### src/rtl/core/contrast_stretch_min_max_defines.svh
// ------------------------------------------------------------------------
// Contrast stretch assertion macros
// Shared helpers for the concurrent checks of the contrast stretch block.
// ------------------------------------------------------------------------
`ifndef CONTRAST_STRETCH_MIN_MAX_DEFINES_SVH
`define CONTRAST_STRETCH_MIN_MAX_DEFINES_SVH

// Same-cycle implication, disabled while reset is asserted.
`define CSMM_ASSERT_IMP(label, clk, rst_n, ante, cons, msg) \
	label: assert property (@(posedge clk) disable iff (!rst_n) (ante) |-> (cons)) \
		else $error(msg);

// Next-cycle implication, disabled while reset is asserted.
`define CSMM_ASSERT_NXT(label, clk, rst_n, ante, cons, msg) \
	label: assert property (@(posedge clk) disable iff (!rst_n) (ante) |=> (cons)) \
		else $error(msg);

`endif

### src/rtl/core/csmm_pkg.sv
// ------------------------------------------------------------------------
// Contrast stretch package
// Types, constants and status structs shared by the contrast stretch block.
// ------------------------------------------------------------------------
package csmm_pkg;

	localparam int PIX_W      = 8;
	localparam int FULL_SCALE = 255;

	// Map queue between the classifier and the divider.
	localparam int QDEPTH = 2;
	localparam int QPTR_W = (QDEPTH > 1) ? $clog2(QDEPTH) : 1;
	localparam int QCNT_W = $clog2(QDEPTH + 1);

	// One quotient bit per divider step.
	localparam int DIV_STEPS = PIX_W;
	localparam int DCNT_W    = $clog2(DIV_STEPS);

	typedef logic [PIX_W-1:0] pix_t;

	// Input opcodes.
	localparam logic OP_MEASURE = 1'b0;
	localparam logic OP_MAP     = 1'b1;

	// How the back end produces a map result.
	typedef enum logic {
		KIND_DIRECT,
		KIND_DIVIDE
	} kind_t;

	// A classified map request: a ready result or a division to run.
	typedef struct packed {
		kind_t kind;
		pix_t  value;
		pix_t  span;
	} entry_t;

	typedef struct packed {
		logic [QCNT_W-1:0] count;
		logic              full;
		logic              empty;
	} q_status_t;

	typedef struct packed {
		pix_t run_min;
		pix_t run_max;
	} front_status_t;

	typedef struct packed {
		logic busy;
		logic pop;
	} back_status_t;

endpackage

### src/rtl/core/csmm_if.sv
// ------------------------------------------------------------------------
// Contrast stretch channel interfaces
// Valid/ready channels for pixel requests and stretched pixel results.
// ------------------------------------------------------------------------
interface csmm_in_if;
	import csmm_pkg::*;

	logic valid;
	logic ready;
	logic opcode;
	pix_t pixel;
	logic first;

	modport source (output valid, output opcode, output pixel, output first, input ready);
	modport sink   (input valid, input opcode, input pixel, input first, output ready);
endinterface

interface csmm_out_if;
	import csmm_pkg::*;

	logic valid;
	logic ready;
	pix_t pixel_out;

	modport source (output valid, output pixel_out, input ready);
	modport sink   (input valid, input pixel_out, output ready);
endinterface

### src/rtl/core/contrast_stretch_min_max.sv
// ------------------------------------------------------------------------
// Contrast stretch, min-max
// Two-pass linear stretch of 8-bit grayscale pixels: measure requests
// track the extremes, map requests return the stretched pixel.
// ------------------------------------------------------------------------
//  channel   dir  payload                  notes
//  pix_in    in   opcode, pixel, first     measure gives no result
//  pix_out   out  pixel_out                one per map request
//
// A measure request is taken and updates the extremes in the front end.
// A map request that saturates or passes through is offered on pix_out
// after the map queue and the output register; a stretched one also runs
// through the one-bit-per-cycle restoring divider, and the back end pops
// no new request from the queue while a divide is in flight.
// Reset clears the extremes, the queue and the output valid; no sweep.
// pix_in stalls only while the map queue is full; pix_out stalls hold it.
`include "contrast_stretch_min_max_defines.svh"

module contrast_stretch_min_max (
	input  logic        clk,
	input  logic        arst_n,
	csmm_in_if.sink     pix_in,
	csmm_out_if.source  pix_out
);
	import csmm_pkg::*;

	logic          push;
	entry_t        push_entry;
	entry_t        head;
	q_status_t     q_stat;
	front_status_t f_stat;
	back_status_t  b_stat;
	logic          measure_acc;

	csmm_front u_front (
		.clk        (clk),
		.arst_n     (arst_n),
		.pix_in     (pix_in),
		.q_full     (q_stat.full),
		.push       (push),
		.push_entry (push_entry),
		.stat       (f_stat)
	);

	csmm_queue u_queue (
		.clk        (clk),
		.arst_n     (arst_n),
		.push       (push),
		.push_entry (push_entry),
		.pop        (b_stat.pop),
		.head       (head),
		.stat       (q_stat)
	);

	csmm_back u_back (
		.clk     (clk),
		.arst_n  (arst_n),
		.q_empty (q_stat.empty),
		.head    (head),
		.stat    (b_stat),
		.pix_out (pix_out)
	);

	// A measure request accepted while the back end takes nothing from the queue.
	assign measure_acc = pix_in.valid && pix_in.ready && (pix_in.opcode == OP_MEASURE) &&
		!b_stat.pop;

	// The extremes stay ordered.
	`CSMM_ASSERT_IMP(a_min_le_max, clk, arst_n, 1'b1, f_stat.run_min <= f_stat.run_max, "min above max")

	// The queue never holds more than its depth.
	`CSMM_ASSERT_IMP(a_q_bound, clk, arst_n, 1'b1, q_stat.count <= QCNT_W'(QDEPTH), "queue overfilled")

	// The back end takes nothing while a divide is in flight.
	`CSMM_ASSERT_IMP(a_no_pop_busy, clk, arst_n, b_stat.busy, !b_stat.pop, "pop while busy")

	// A measure request never enters the queue.
	`CSMM_ASSERT_NXT(a_measure_no_q, clk, arst_n, measure_acc, q_stat.count == $past(q_stat.count), "measure queued")

endmodule

### src/rtl/core/csmm_front.sv
// ------------------------------------------------------------------------
// Contrast stretch front end
// Takes pixel requests, tracks the running minimum and maximum and turns
// each map request into a queue entry.
// ------------------------------------------------------------------------
module csmm_front (
	input  logic                    clk,
	input  logic                    arst_n,
	csmm_in_if.sink                 pix_in,
	input  logic                    q_full,
	output logic                    push,
	output csmm_pkg::entry_t        push_entry,
	output csmm_pkg::front_status_t stat
);
	import csmm_pkg::*;

	pix_t run_min_q;
	pix_t run_max_q;
	logic accept;

	// Requests wait only on queue room.
	assign pix_in.ready = !q_full;
	assign accept       = pix_in.valid && pix_in.ready;
	assign push         = accept && (pix_in.opcode == OP_MAP);

	// Running extremes; a first mark loads both from the pixel.
	always_ff @(posedge clk or negedge arst_n) begin
		if (!arst_n) begin
			run_min_q <= '0;
			run_max_q <= '0;
		end else if (accept && (pix_in.opcode == OP_MEASURE)) begin
			if (pix_in.first) begin
				run_min_q <= pix_in.pixel;
				run_max_q <= pix_in.pixel;
			end else begin
				if (pix_in.pixel < run_min_q) run_min_q <= pix_in.pixel;
				if (pix_in.pixel > run_max_q) run_max_q <= pix_in.pixel;
			end
		end
	end

	// Classify a map pixel against the extremes in force when it arrives.
	always_comb begin
		push_entry.kind  = KIND_DIRECT;
		push_entry.value = pix_in.pixel;
		push_entry.span  = run_max_q - run_min_q;
		priority if (run_max_q == run_min_q) begin
			push_entry.value = pix_in.pixel;
		end else if (pix_in.pixel <= run_min_q) begin
			push_entry.value = '0;
		end else if (pix_in.pixel >= run_max_q) begin
			push_entry.value = PIX_W'(FULL_SCALE);
		end else begin
			push_entry.kind  = KIND_DIVIDE;
			push_entry.value = pix_in.pixel - run_min_q;
		end
	end

	assign stat.run_min = run_min_q;
	assign stat.run_max = run_max_q;

endmodule

### src/rtl/core/csmm_queue.sv
// ------------------------------------------------------------------------
// Contrast stretch map queue
// Short first-in first-out buffer of classified map requests.
// ------------------------------------------------------------------------
module csmm_queue (
	input  logic                clk,
	input  logic                arst_n,
	input  logic                push,
	input  csmm_pkg::entry_t    push_entry,
	input  logic                pop,
	output csmm_pkg::entry_t    head,
	output csmm_pkg::q_status_t stat
);
	import csmm_pkg::*;

	entry_t            slot_q [QDEPTH];
	logic [QPTR_W-1:0] wr_ptr_q;
	logic [QPTR_W-1:0] rd_ptr_q;
	logic [QCNT_W-1:0] count_q;

	function automatic logic [QPTR_W-1:0] ptr_next(input logic [QPTR_W-1:0] p);
		return (p == QPTR_W'(QDEPTH - 1)) ? '0 : p + 1'b1;
	endfunction

	// Storage.
	always_ff @(posedge clk) begin
		if (push) slot_q[wr_ptr_q] <= push_entry;
	end

	// Pointers and fill count.
	always_ff @(posedge clk or negedge arst_n) begin
		if (!arst_n) begin
			wr_ptr_q <= '0;
			rd_ptr_q <= '0;
			count_q  <= '0;
		end else begin
			if (push) wr_ptr_q <= ptr_next(wr_ptr_q);
			if (pop)  rd_ptr_q <= ptr_next(rd_ptr_q);
			if (push && !pop)      count_q <= count_q + 1'b1;
			else if (pop && !push) count_q <= count_q - 1'b1;
		end
	end

	assign head       = slot_q[rd_ptr_q];
	assign stat.count = count_q;
	assign stat.full  = (count_q == QCNT_W'(QDEPTH));
	assign stat.empty = (count_q == '0);

endmodule

### src/rtl/core/csmm_back.sv
// ------------------------------------------------------------------------
// Contrast stretch back end
// Pops queue entries, runs a bit-serial restoring divide for stretched
// pixels and holds each result in the output register.
// ------------------------------------------------------------------------
module csmm_back (
	input  logic                   clk,
	input  logic                   arst_n,
	input  logic                   q_empty,
	input  csmm_pkg::entry_t       head,
	output csmm_pkg::back_status_t stat,
	csmm_out_if.source             pix_out
);
	import csmm_pkg::*;

	typedef enum logic [2:0] {
		ST_IDLE = 3'b001,
		ST_DIV  = 3'b010,
		ST_DONE = 3'b100
	} state_t;

	state_t            state_q;
	logic [DCNT_W-1:0] step_q;
	pix_t              span_q;
	pix_t              rem_q;
	pix_t              quo_q;
	logic              out_valid_q;
	pix_t              pixel_out_q;

	logic              out_free;
	logic              pop;
	logic [2*PIX_W-1:0] numer;
	logic [PIX_W:0]    trial;
	logic              fits;
	pix_t              rem_next;
	logic              load_out;
	pix_t              load_value;

	assign out_free = !out_valid_q || pix_out.ready;

	// A direct result needs the output register now; a divide needs only the unit.
	assign pop = (state_q == ST_IDLE) && !q_empty &&
		((head.kind == KIND_DIVIDE) || out_free);

	// Numerator diff * 255 as diff * 256 - diff.
	assign numer = {head.value, PIX_W'(0)} - {PIX_W'(0), head.value};

	// One restoring divide step.
	assign trial    = {rem_q, quo_q[PIX_W-1]};
	assign fits     = (trial >= {1'b0, span_q});
	assign rem_next = fits ? PIX_W'(trial - {1'b0, span_q}) : trial[PIX_W-1:0];

	// Output register loads.
	always_comb begin
		load_out   = 1'b0;
		load_value = head.value;
		if (pop && (head.kind == KIND_DIRECT)) begin
			load_out   = 1'b1;
			load_value = head.value;
		end else if ((state_q == ST_DONE) && out_free) begin
			load_out   = 1'b1;
			load_value = quo_q;
		end
	end

	// Sequencer.
	always_ff @(posedge clk or negedge arst_n) begin
		if (!arst_n) begin
			state_q <= ST_IDLE;
			step_q  <= '0;
		end else begin
			unique case (state_q)
				ST_IDLE: begin
					if (pop && (head.kind == KIND_DIVIDE)) begin
						state_q <= ST_DIV;
						step_q  <= '0;
					end
				end
				ST_DIV: begin
					step_q <= step_q + 1'b1;
					if (step_q == DCNT_W'(DIV_STEPS - 1)) state_q <= ST_DONE;
				end
				ST_DONE: begin
					if (out_free) state_q <= ST_IDLE;
				end
				default: state_q <= ST_IDLE;
			endcase
		end
	end

	// Divider datapath: quotient bits shift in where numerator bits leave.
	always_ff @(posedge clk) begin
		if (pop && (head.kind == KIND_DIVIDE)) begin
			span_q <= head.span;
			rem_q  <= numer[2*PIX_W-1:PIX_W];
			quo_q  <= numer[PIX_W-1:0];
		end else if (state_q == ST_DIV) begin
			rem_q <= rem_next;
			quo_q <= {quo_q[PIX_W-2:0], fits};
		end
	end

	// Output valid.
	always_ff @(posedge clk or negedge arst_n) begin
		if (!arst_n) begin
			out_valid_q <= 1'b0;
		end else if (load_out) begin
			out_valid_q <= 1'b1;
		end else if (pix_out.ready) begin
			out_valid_q <= 1'b0;
		end
	end

	always_ff @(posedge clk) begin
		if (load_out) pixel_out_q <= load_value;
	end

	assign pix_out.valid     = out_valid_q;
	assign pix_out.pixel_out = pixel_out_q;
	assign stat.busy         = (state_q != ST_IDLE);
	assign stat.pop          = pop;

endmodule

### src/flat_wrapper.sv
// flat-port wrapper written by rule: the top's interface ports become plain ports
module contrast_stretch_min_max_flat import csmm_pkg::*;
  (clk, arst_n, pix_in_valid, pix_in_opcode, pix_in_pixel, pix_in_first, pix_in_ready, pix_out_valid, pix_out_pixel_out, pix_out_ready);
  csmm_in_if pix_in_i ();
  csmm_out_if pix_out_i ();
  input  logic clk;
  input  logic arst_n;
  input wire logic [$bits(pix_in_i.valid)-1:0] pix_in_valid;
  input wire logic [$bits(pix_in_i.opcode)-1:0] pix_in_opcode;
  input wire logic [$bits(pix_in_i.pixel)-1:0] pix_in_pixel;
  input wire logic [$bits(pix_in_i.first)-1:0] pix_in_first;
  output wire logic [$bits(pix_in_i.ready)-1:0] pix_in_ready;
  output wire logic [$bits(pix_out_i.valid)-1:0] pix_out_valid;
  output wire logic [$bits(pix_out_i.pixel_out)-1:0] pix_out_pixel_out;
  input wire logic [$bits(pix_out_i.ready)-1:0] pix_out_ready;
  assign pix_in_i.valid = pix_in_valid;
  assign pix_in_i.opcode = pix_in_opcode;
  assign pix_in_i.pixel = pix_in_pixel;
  assign pix_in_i.first = pix_in_first;
  assign pix_in_ready = pix_in_i.ready;
  assign pix_out_valid = pix_out_i.valid;
  assign pix_out_pixel_out = pix_out_i.pixel_out;
  assign pix_out_i.ready = pix_out_ready;
  contrast_stretch_min_max u_core (.clk(clk), .arst_n(arst_n), .pix_in(pix_in_i), .pix_out(pix_out_i));
endmodule
### config.mk
export PLATFORM = sky130hd
export DESIGN_NAME = contrast_stretch_min_max_flat
export DESIGN_NICKNAME = d
export VERILOG_FILES = /design/src/rtl/core/csmm_pkg.sv /design/src/rtl/core/csmm_if.sv /design/src/rtl/core/contrast_stretch_min_max.sv /design/src/rtl/core/csmm_front.sv /design/src/rtl/core/csmm_queue.sv /design/src/rtl/core/csmm_back.sv /design/src/flat_wrapper.sv
export VERILOG_INCLUDE_DIRS = /design/src /design/src/rtl/core
export SDC_FILE = /design/constraint.sdc
export NUM_CORES = 1
export LEC_CHECK = 0
export BUFFER_PORTS_ARGS = -buffer_cell sky130_fd_sc_hd__buf_2
export CORE_ASPECT_RATIO = 1.4
export CORE_MARGIN = 4
export CORE_UTILIZATION = 40
export CTS_CLUSTER_SIZE = 25
export DETAILED_ROUTE_END_ITERATION = 10
export GPL_TIMING_DRIVEN = 1
export PLACE_DENSITY = 0.65
export SLEW_MARGIN = 20
export SYNTH_ARGS = -nofsm -noshare
export SYNTH_HDL_FRONTEND = slang
export SYNTH_SLANG_ARGS = --single-unit
### constraint.sdc
create_clock -name clk -period 3.05 [get_ports clk]
set_clock_uncertainty 0.15 [all_clocks]
set_input_delay 0.4575 -clock clk [delete_from_list [all_inputs] [get_ports clk]]
set_output_delay 0.4575 -clock clk [all_outputs]
set_load 0.05 [all_outputs]
### Word level (Yosys, flattened, before mapping)

Memory sizes are Yosys's and may differ from the RTL's.
Cells that the tools add are included.

| storage, ports and cells | value |
|---|---|
| register bits after elaboration | 59 |
| latch bits | 0 |
| bits in writable memories | 34 |
| bits in read-only memories | 0 |
| input port bits | 14 |
| output and inout port bits | 10 |
| word-level logic and storage cells | 99 |
| memories kept | 1 |

| cells by class | value |
|---|---|
| add/subtract/negate cells | 9 |
| $mul | 0 |
| divide/modulo/power cells | 0 |
| $lt $le $gt $ge | 5 |
| equal/unequal tests | 9 |
| shift-type cells | 0 |
| mux-type cells | 33 |
| bitwise gates (word level) | 2 |
| reduce and logical (&&, ||, !) cells | 28 |

Memories:

| memory | depth | bits a word | read ports | clocked after Yosys merged registers in | write ports | line | text |
|---|---|---|---|---|---|---|---|
| u_core.u_queue.slot_q | 2 | 17 | 1 | 0 | 1 | csmm_queue.sv:16 | `entry_t slot_q [QDEPTH];` |

Operator list:

| kind | count |
|---|---|
| $mux 8 | 14 |
| $sub 8x8->8 | 3 |
| $sub 16x8->16 | 1 |
| $mux 3 | 4 |
| $reduce_bool 2->1 | 6 |
| $mux 1 | 11 |
| $logic_and 1x1->1 | 10 |
| $ge 9x8->1 | 1 |
| $pmux 3 s3 | 1 |
| $eq 8x8->1 | 1 |
| $ge 8x8->1 | 1 |
| $gt 8x8->1 | 1 |
| $le 8x8->1 | 1 |
| $lt 8x8->1 | 1 |
| $eq 3x3->1 const B | 2 |
| $pmux 3 s2 | 1 |
| $reduce_and 2->1 | 3 |
| $logic_not 1->1 | 5 |
| $mux 2 | 2 |
| $ne 2x2->1 const B | 2 |
| $add 3x1->3 const B | 1 |
| $eq 3x1->1 const B | 1 |
| $eq 3x2->1 const B | 1 |
| $reduce_and 3->1 | 1 |
| 8 further kinds | 11 |

### Longest topological paths before layout

| depth | value |
|---|---|
| word-level depth | 8 |
| depth in mapped cells | 10 |
| gate-level depth less buffers | 10 |

### Cells and area by module

A second synthesis with hierarchy kept.

| second synthesis, totals | value |
|---|---|
| cells, all modules | 496 |
| area, all modules | 5,619.1 um^2 |

By module, submodules not included:

| module | times used | cells each | area each (um^2) | seq. area each (um^2) |
|---|---|---|---|---|
| csmm_back | 1 | 225 | 2,392.3 | 1,137.3 |
| csmm_front | 1 | 202 | 1,762.9 | 400.4 |
| csmm_queue | 1 | 69 | 1,463.9 | 1,121.1 |

### Worst setup path before layout

OpenSTA, ideal clock, no wires.

| path | value |
|---|---|
| path kind | in2reg |
| start | in pix_in_pixel[0] |
| end | reg u_core.u_front.run_min_q[1] |
| setup time | 0.125 ns |
| arrival | 2.212 ns |
| required time | 2.775 ns |
| setup slack | 0.564 ns |
| cell stages on the path | 9 |
| path buffers | 0 |
| cell sequence | inv_1 > ha_1 > inv_1 > fa_1 > a21o_1 > a21o_1 > a21oi_1 > o21ai_1 > mux2_2 |

| on the way | value |
|---|---|
| word-level cells in the longest chain between the ends | 3 |

RTL lines:

| item | line | text |
|---|---|---|
| start: declaration | flat_wrapper.sv:10 | `input wire logic [$bits(pix_in_i.pixel)-1:0] pix_in_pixel;` |
| $lt 8x8->1 | csmm_front.sv:36 | `if (pix_in.pixel < run_min_q) run_min_q <= pix_in.pixel;` |
| $reduce_bool 2->1 (no source line) | n/a |  |
| $reduce_and 2->1 (no source line) | n/a |  |
| end signal: assignment | csmm_front.sv:33 | `run_min_q <= pix_in.pixel;` |
| end signal: assignment | csmm_front.sv:36 |  |
| end: declaration | csmm_front.sv:17 | `pix_t run_min_q;` |

Every way passes these cells.
A chain may end at the register's enable or synchronous reset.

### Final worst setup path

| path | value |
|---|---|
| start | reg u_core.u_queue.rd_ptr_q |
| end | reg u_core.u_back.rem_q[3] (data pin) |

| on the way | value |
|---|---|
| word-level cells in the longest chain between the ends | 5 |
| elaborated cells between the ends (all ways) | 6 |
| classes of those cells | add/sub: 1; mux: 1; reduce/logical: 3; memory: 1 |

RTL lines:

| item | line | text |
|---|---|---|
| start: declaration | csmm_queue.sv:18 | `logic [QPTR_W-1:0] rd_ptr_q;` |
| start signal: assignment | csmm_queue.sv:38 | `if (pop) rd_ptr_q <= ptr_next(rd_ptr_q);` |
| $mem_v2 2x17 * | n/a |  |
| parallel branches: the longest is 3 deep, another holds $sub 16x8->16 | n/a |  |
| $mux 8 * | csmm_back.sv:93 | `if (pop && (head.kind == KIND_DIVIDE)) begin` |
| end signal: assignment | csmm_back.sv:95 | `rem_q <= numer[2*PIX_W-1:PIX_W];` |
| end signal: assignment | csmm_back.sv:98 | `rem_q <= rem_next;` |
| end: declaration | csmm_back.sv:25 | `pix_t rem_q;` |

Mark *: on every way between the ends.

==> run metrics <==
Static Leak 0.00248 uW; largest family of logic cells by synthesized area simple AND/OR/NAND/NOR gates; Final min period 2640 ps; Crit-path slowest cell dfrtp_1; Synth Instances 480; portion of netlist area occupied by mux cells 0.0716; CTS tree yes; Clock Sinks 93; Setup crit end kind flop; Buf/Inv on CP 1; CP Launch Type flop; maximum VDD drop 0.000569 V; total congestion overflow 0; RSZ-0062 raised after global routing false; number of antenna violations at the first check in global routing 0; Final ANT Viol Nets 0; EDFF count, synth 66; Final Cycle Share 0.864; die area 0.0152 mm2; Pwr Density 1250 mW/mm2; Yosys reg bits 93; most frequent cells in the layout edfxtp_1 (66), nand2_1 (42), inv_1 (38); final-report setup violation count 0; Final Net Count 567; root buffer cell clkbuf_16; ys async rst share 0.290; port bufs 23; pre-CTS WS 165 ps; sequential cell area fraction in the yosys report 0.502; worst min path class input port to flop; syn avg cell area 11.0 um2; mean number of vias per cell 5.16; Clock transition at path regs 70 ps; Synth Area in Compound Gates 0.119; GP Congestion 0.871; final wirelength 10.6 mm; Crit path max-delay family simple AND/OR/NAND/NOR gates; max cap viols 0; die height 144 um; Final Hold Viols 0; Synth Flop Type edfxtp_1; Yosys warnings 0; fmax 379 MHz; postcts setup bufs 0; clk_lat worst skew 340 ps; Syn-to-layout area delta 12.7%; Worst Tran Pin Value 786 ps; CP max stage delay 690 ps; Setup TNS 0 ps; Worst Path Required 2980 ps; Mapped Nets 533; CTS max path bufs 2; core area 0.0129 mm2; kind of critical path flop to flop; worst reg2reg setup slack 410 ps; hpwl dp 8.21 mm; Worst Path Max Fanout 15; Arrival @ worst endpoint 2570 ps; Finished Layout Cells 697; Post-Synth Adder-Cell Area 0.0964; row count 49; relative slew slack 0.473; WL/cell 15.2 um; # H-tree levels 3; Power Total 7450 uW; Resized cells post-CTS 0; final worst slack 414 ps; Synth cell types 65; starting density of the core 0.409; simple-gate share of the synthesized area 0.127; most common cell after layout, fill and taps aside edfxtp_1; detailed-route via count 3600; share of cells above drive strength 1 0.173; first-pass GRT wire length 18.2 mm; DRC Markers 0; total CTS buffers 9; outcome completed; number of global-route vias before repair 3773; Total Routing Usage GR 0.150; crit path cell chain buf_4 -> nor3b_2 -> o2bb2ai_2 -> or3_4 -> a211oi_1 -> a21oi_1; largest net degree at the start of global routing 31; Die W 105 um; fin. max-slew vios 0; num ports 24; antenna diode count 0; post-synthesis xor/xnor area fraction 0.0463; Placed Cells 680; drt pass-1 iters 4; cell area after synthesis 0.00529 mm2; initial drt markers 129
==> repair_timing <==
item / CTS / global route
hold buffers: 1 / 0
endpoints found under the hold margin: 26 / 0
endpoints found under the setup margin: 0 / 0
==> sequential cells by signal, indices dropped and copies added (netlist names) <==
| name | count |
|---|---|
| u_core.u_back.step_q | 3 |
| u_core.u_queue.slot_q | 34 |
| u_core.u_queue.wr_ptr_q | 1 |
| u_core.u_queue.rd_ptr_q | 1 |
| u_core.u_back.span_q | 8 |
| u_core.u_back.quo_q | 8 |
| u_core.u_front.run_min_q | 8 |
| u_core.u_back.pix_out.valid | 1 |
| u_core.u_back.pix_out.pixel_out | 8 |
| u_core.u_back.state_q | 3 |
| u_core.u_front.run_max_q | 8 |
| u_core.u_queue.count_q | 2 |
| u_core.u_back.rem_q | 8 |
==> per-layer routing <==
| metal | track usage | part of all wire |
|---|---|---|
| met4 | 0.0691 | 0.025 |
| met2 | 0.274 | 0.53 |
| met5 | 0 | 0 |
| met1 | 0.171 | 0.42 |
| met3 | 0.0277 | 0.029 |
==> worst reg2reg max path: cells and delay by family, from the launching register on <==
family / cells / cell delay, ps
AND/OR/NAND/NOR: 2 / 710
buffers and inverters: 1 / 320
AO/OA/AOI/OAI: 3 / 510
flip-flops: 1 / 690
==> power by group <==
group          internal [uW]  switching, uW
Sequential              2230            312
Clock                    627            465
Combinational           1620           2190
Total                   4480           2970
==> Yosys cell counts, types with 2 or more instances <==
master    number  area (um2)
o22ai_1        2        12.5
buf_2          2        10.0
xnor2_1       20         175
mux2i_1       12         120
inv_1         38         143
or2_2          6        37.5
nand4_1        4        25.0
or3b_1         2        17.5
and2_1         3        18.8
nand2_1       42         158
clkbuf_1       7        26.3
buf_1          2        7.51
nor3_1        13        65.1
xor2_1         8        70.1
dfrtp_1       26         651
nor2b_1        5        31.3
or3_1          4        25.0
a21oi_1       29         145
nand3_1       11        55.1
nand2b_1       3        18.8
o31ai_1        2        15.0
fa_1           3        60.1
o31a_1         2        17.5
o211ai_1       2        15.0
o21ai_0       26         130
edfxtp_1      66        1980
o21a_1         6        45.0
mux2_2        23         259
a21o_1         5        37.5
a31o_2         2        17.5
nor2_1        33         124
and3_1         2        12.5
nand3b_1       2        15.0
ha_1          36         450
==> stage by stage <==
stage | utilization | hold WS [ps] | area (um2)
3_3_place_gp | 0.437 | 329 | 5660
4_1_cts | 0.461 | 262 | 5970
2_1_floorplan | - | 11.9 | 5290
6_report | 0.461 | 273 | 5970
3_5_place_dp | 0.437 | 333 | 5660
5_1_grt | 0.461 | 278 | 5970
==> final cells by class <==
| class | count | area (um2) |
|---|---|---|
| sequential | 93 | 2660 |
| inverter | 38 | 143 |
| tap | 178 | 223 |
| clock inverter | 4 | 28.8 |
| multi-input combinational | 337 | 2440 |
| fill | 1177 | 6970 |
| timing repair buffer | 35 | 208 |
| clock buffer | 12 | 268 |
==> cell families after synthesis <==
family | count (synthesis)
compound gates | 97
xor+xnor | 28
fa+ha+maj | 39
buf+inv | 50
flops | 93
mux | 35
simple gates | 138
==> final timing paths <==
check | from | end | depth (start not counted)
setup / recovery | u_core.u_queue.rd_ptr_q$_DFFE_PN0N_ | u_core.u_back.rem_q[3]$_DFFE_PP_ | 6
min in group asynchronous | arst_n | u_core.u_front.run_max_q[6]$_DFFE_PN0P_ | 2
hold / removal | pix_in_pixel[3] | u_core.u_front.run_min_q[3]$_DFFE_PN0P_ | 2
setup reg to reg | u_core.u_queue.rd_ptr_q$_DFFE_PN0N_ | u_core.u_back.rem_q[3]$_DFFE_PP_ | 6
max in group asynchronous | arst_n | u_core.u_front.run_min_q[0]$_DFFE_PN0P_ | 2
hold reg to reg | u_core.u_queue.wr_ptr_q$_DFFE_PN0P_ | u_core.u_queue.wr_ptr_q$_DFFE_PN0P_ | 1
Power figures use the tool's default switching activity.
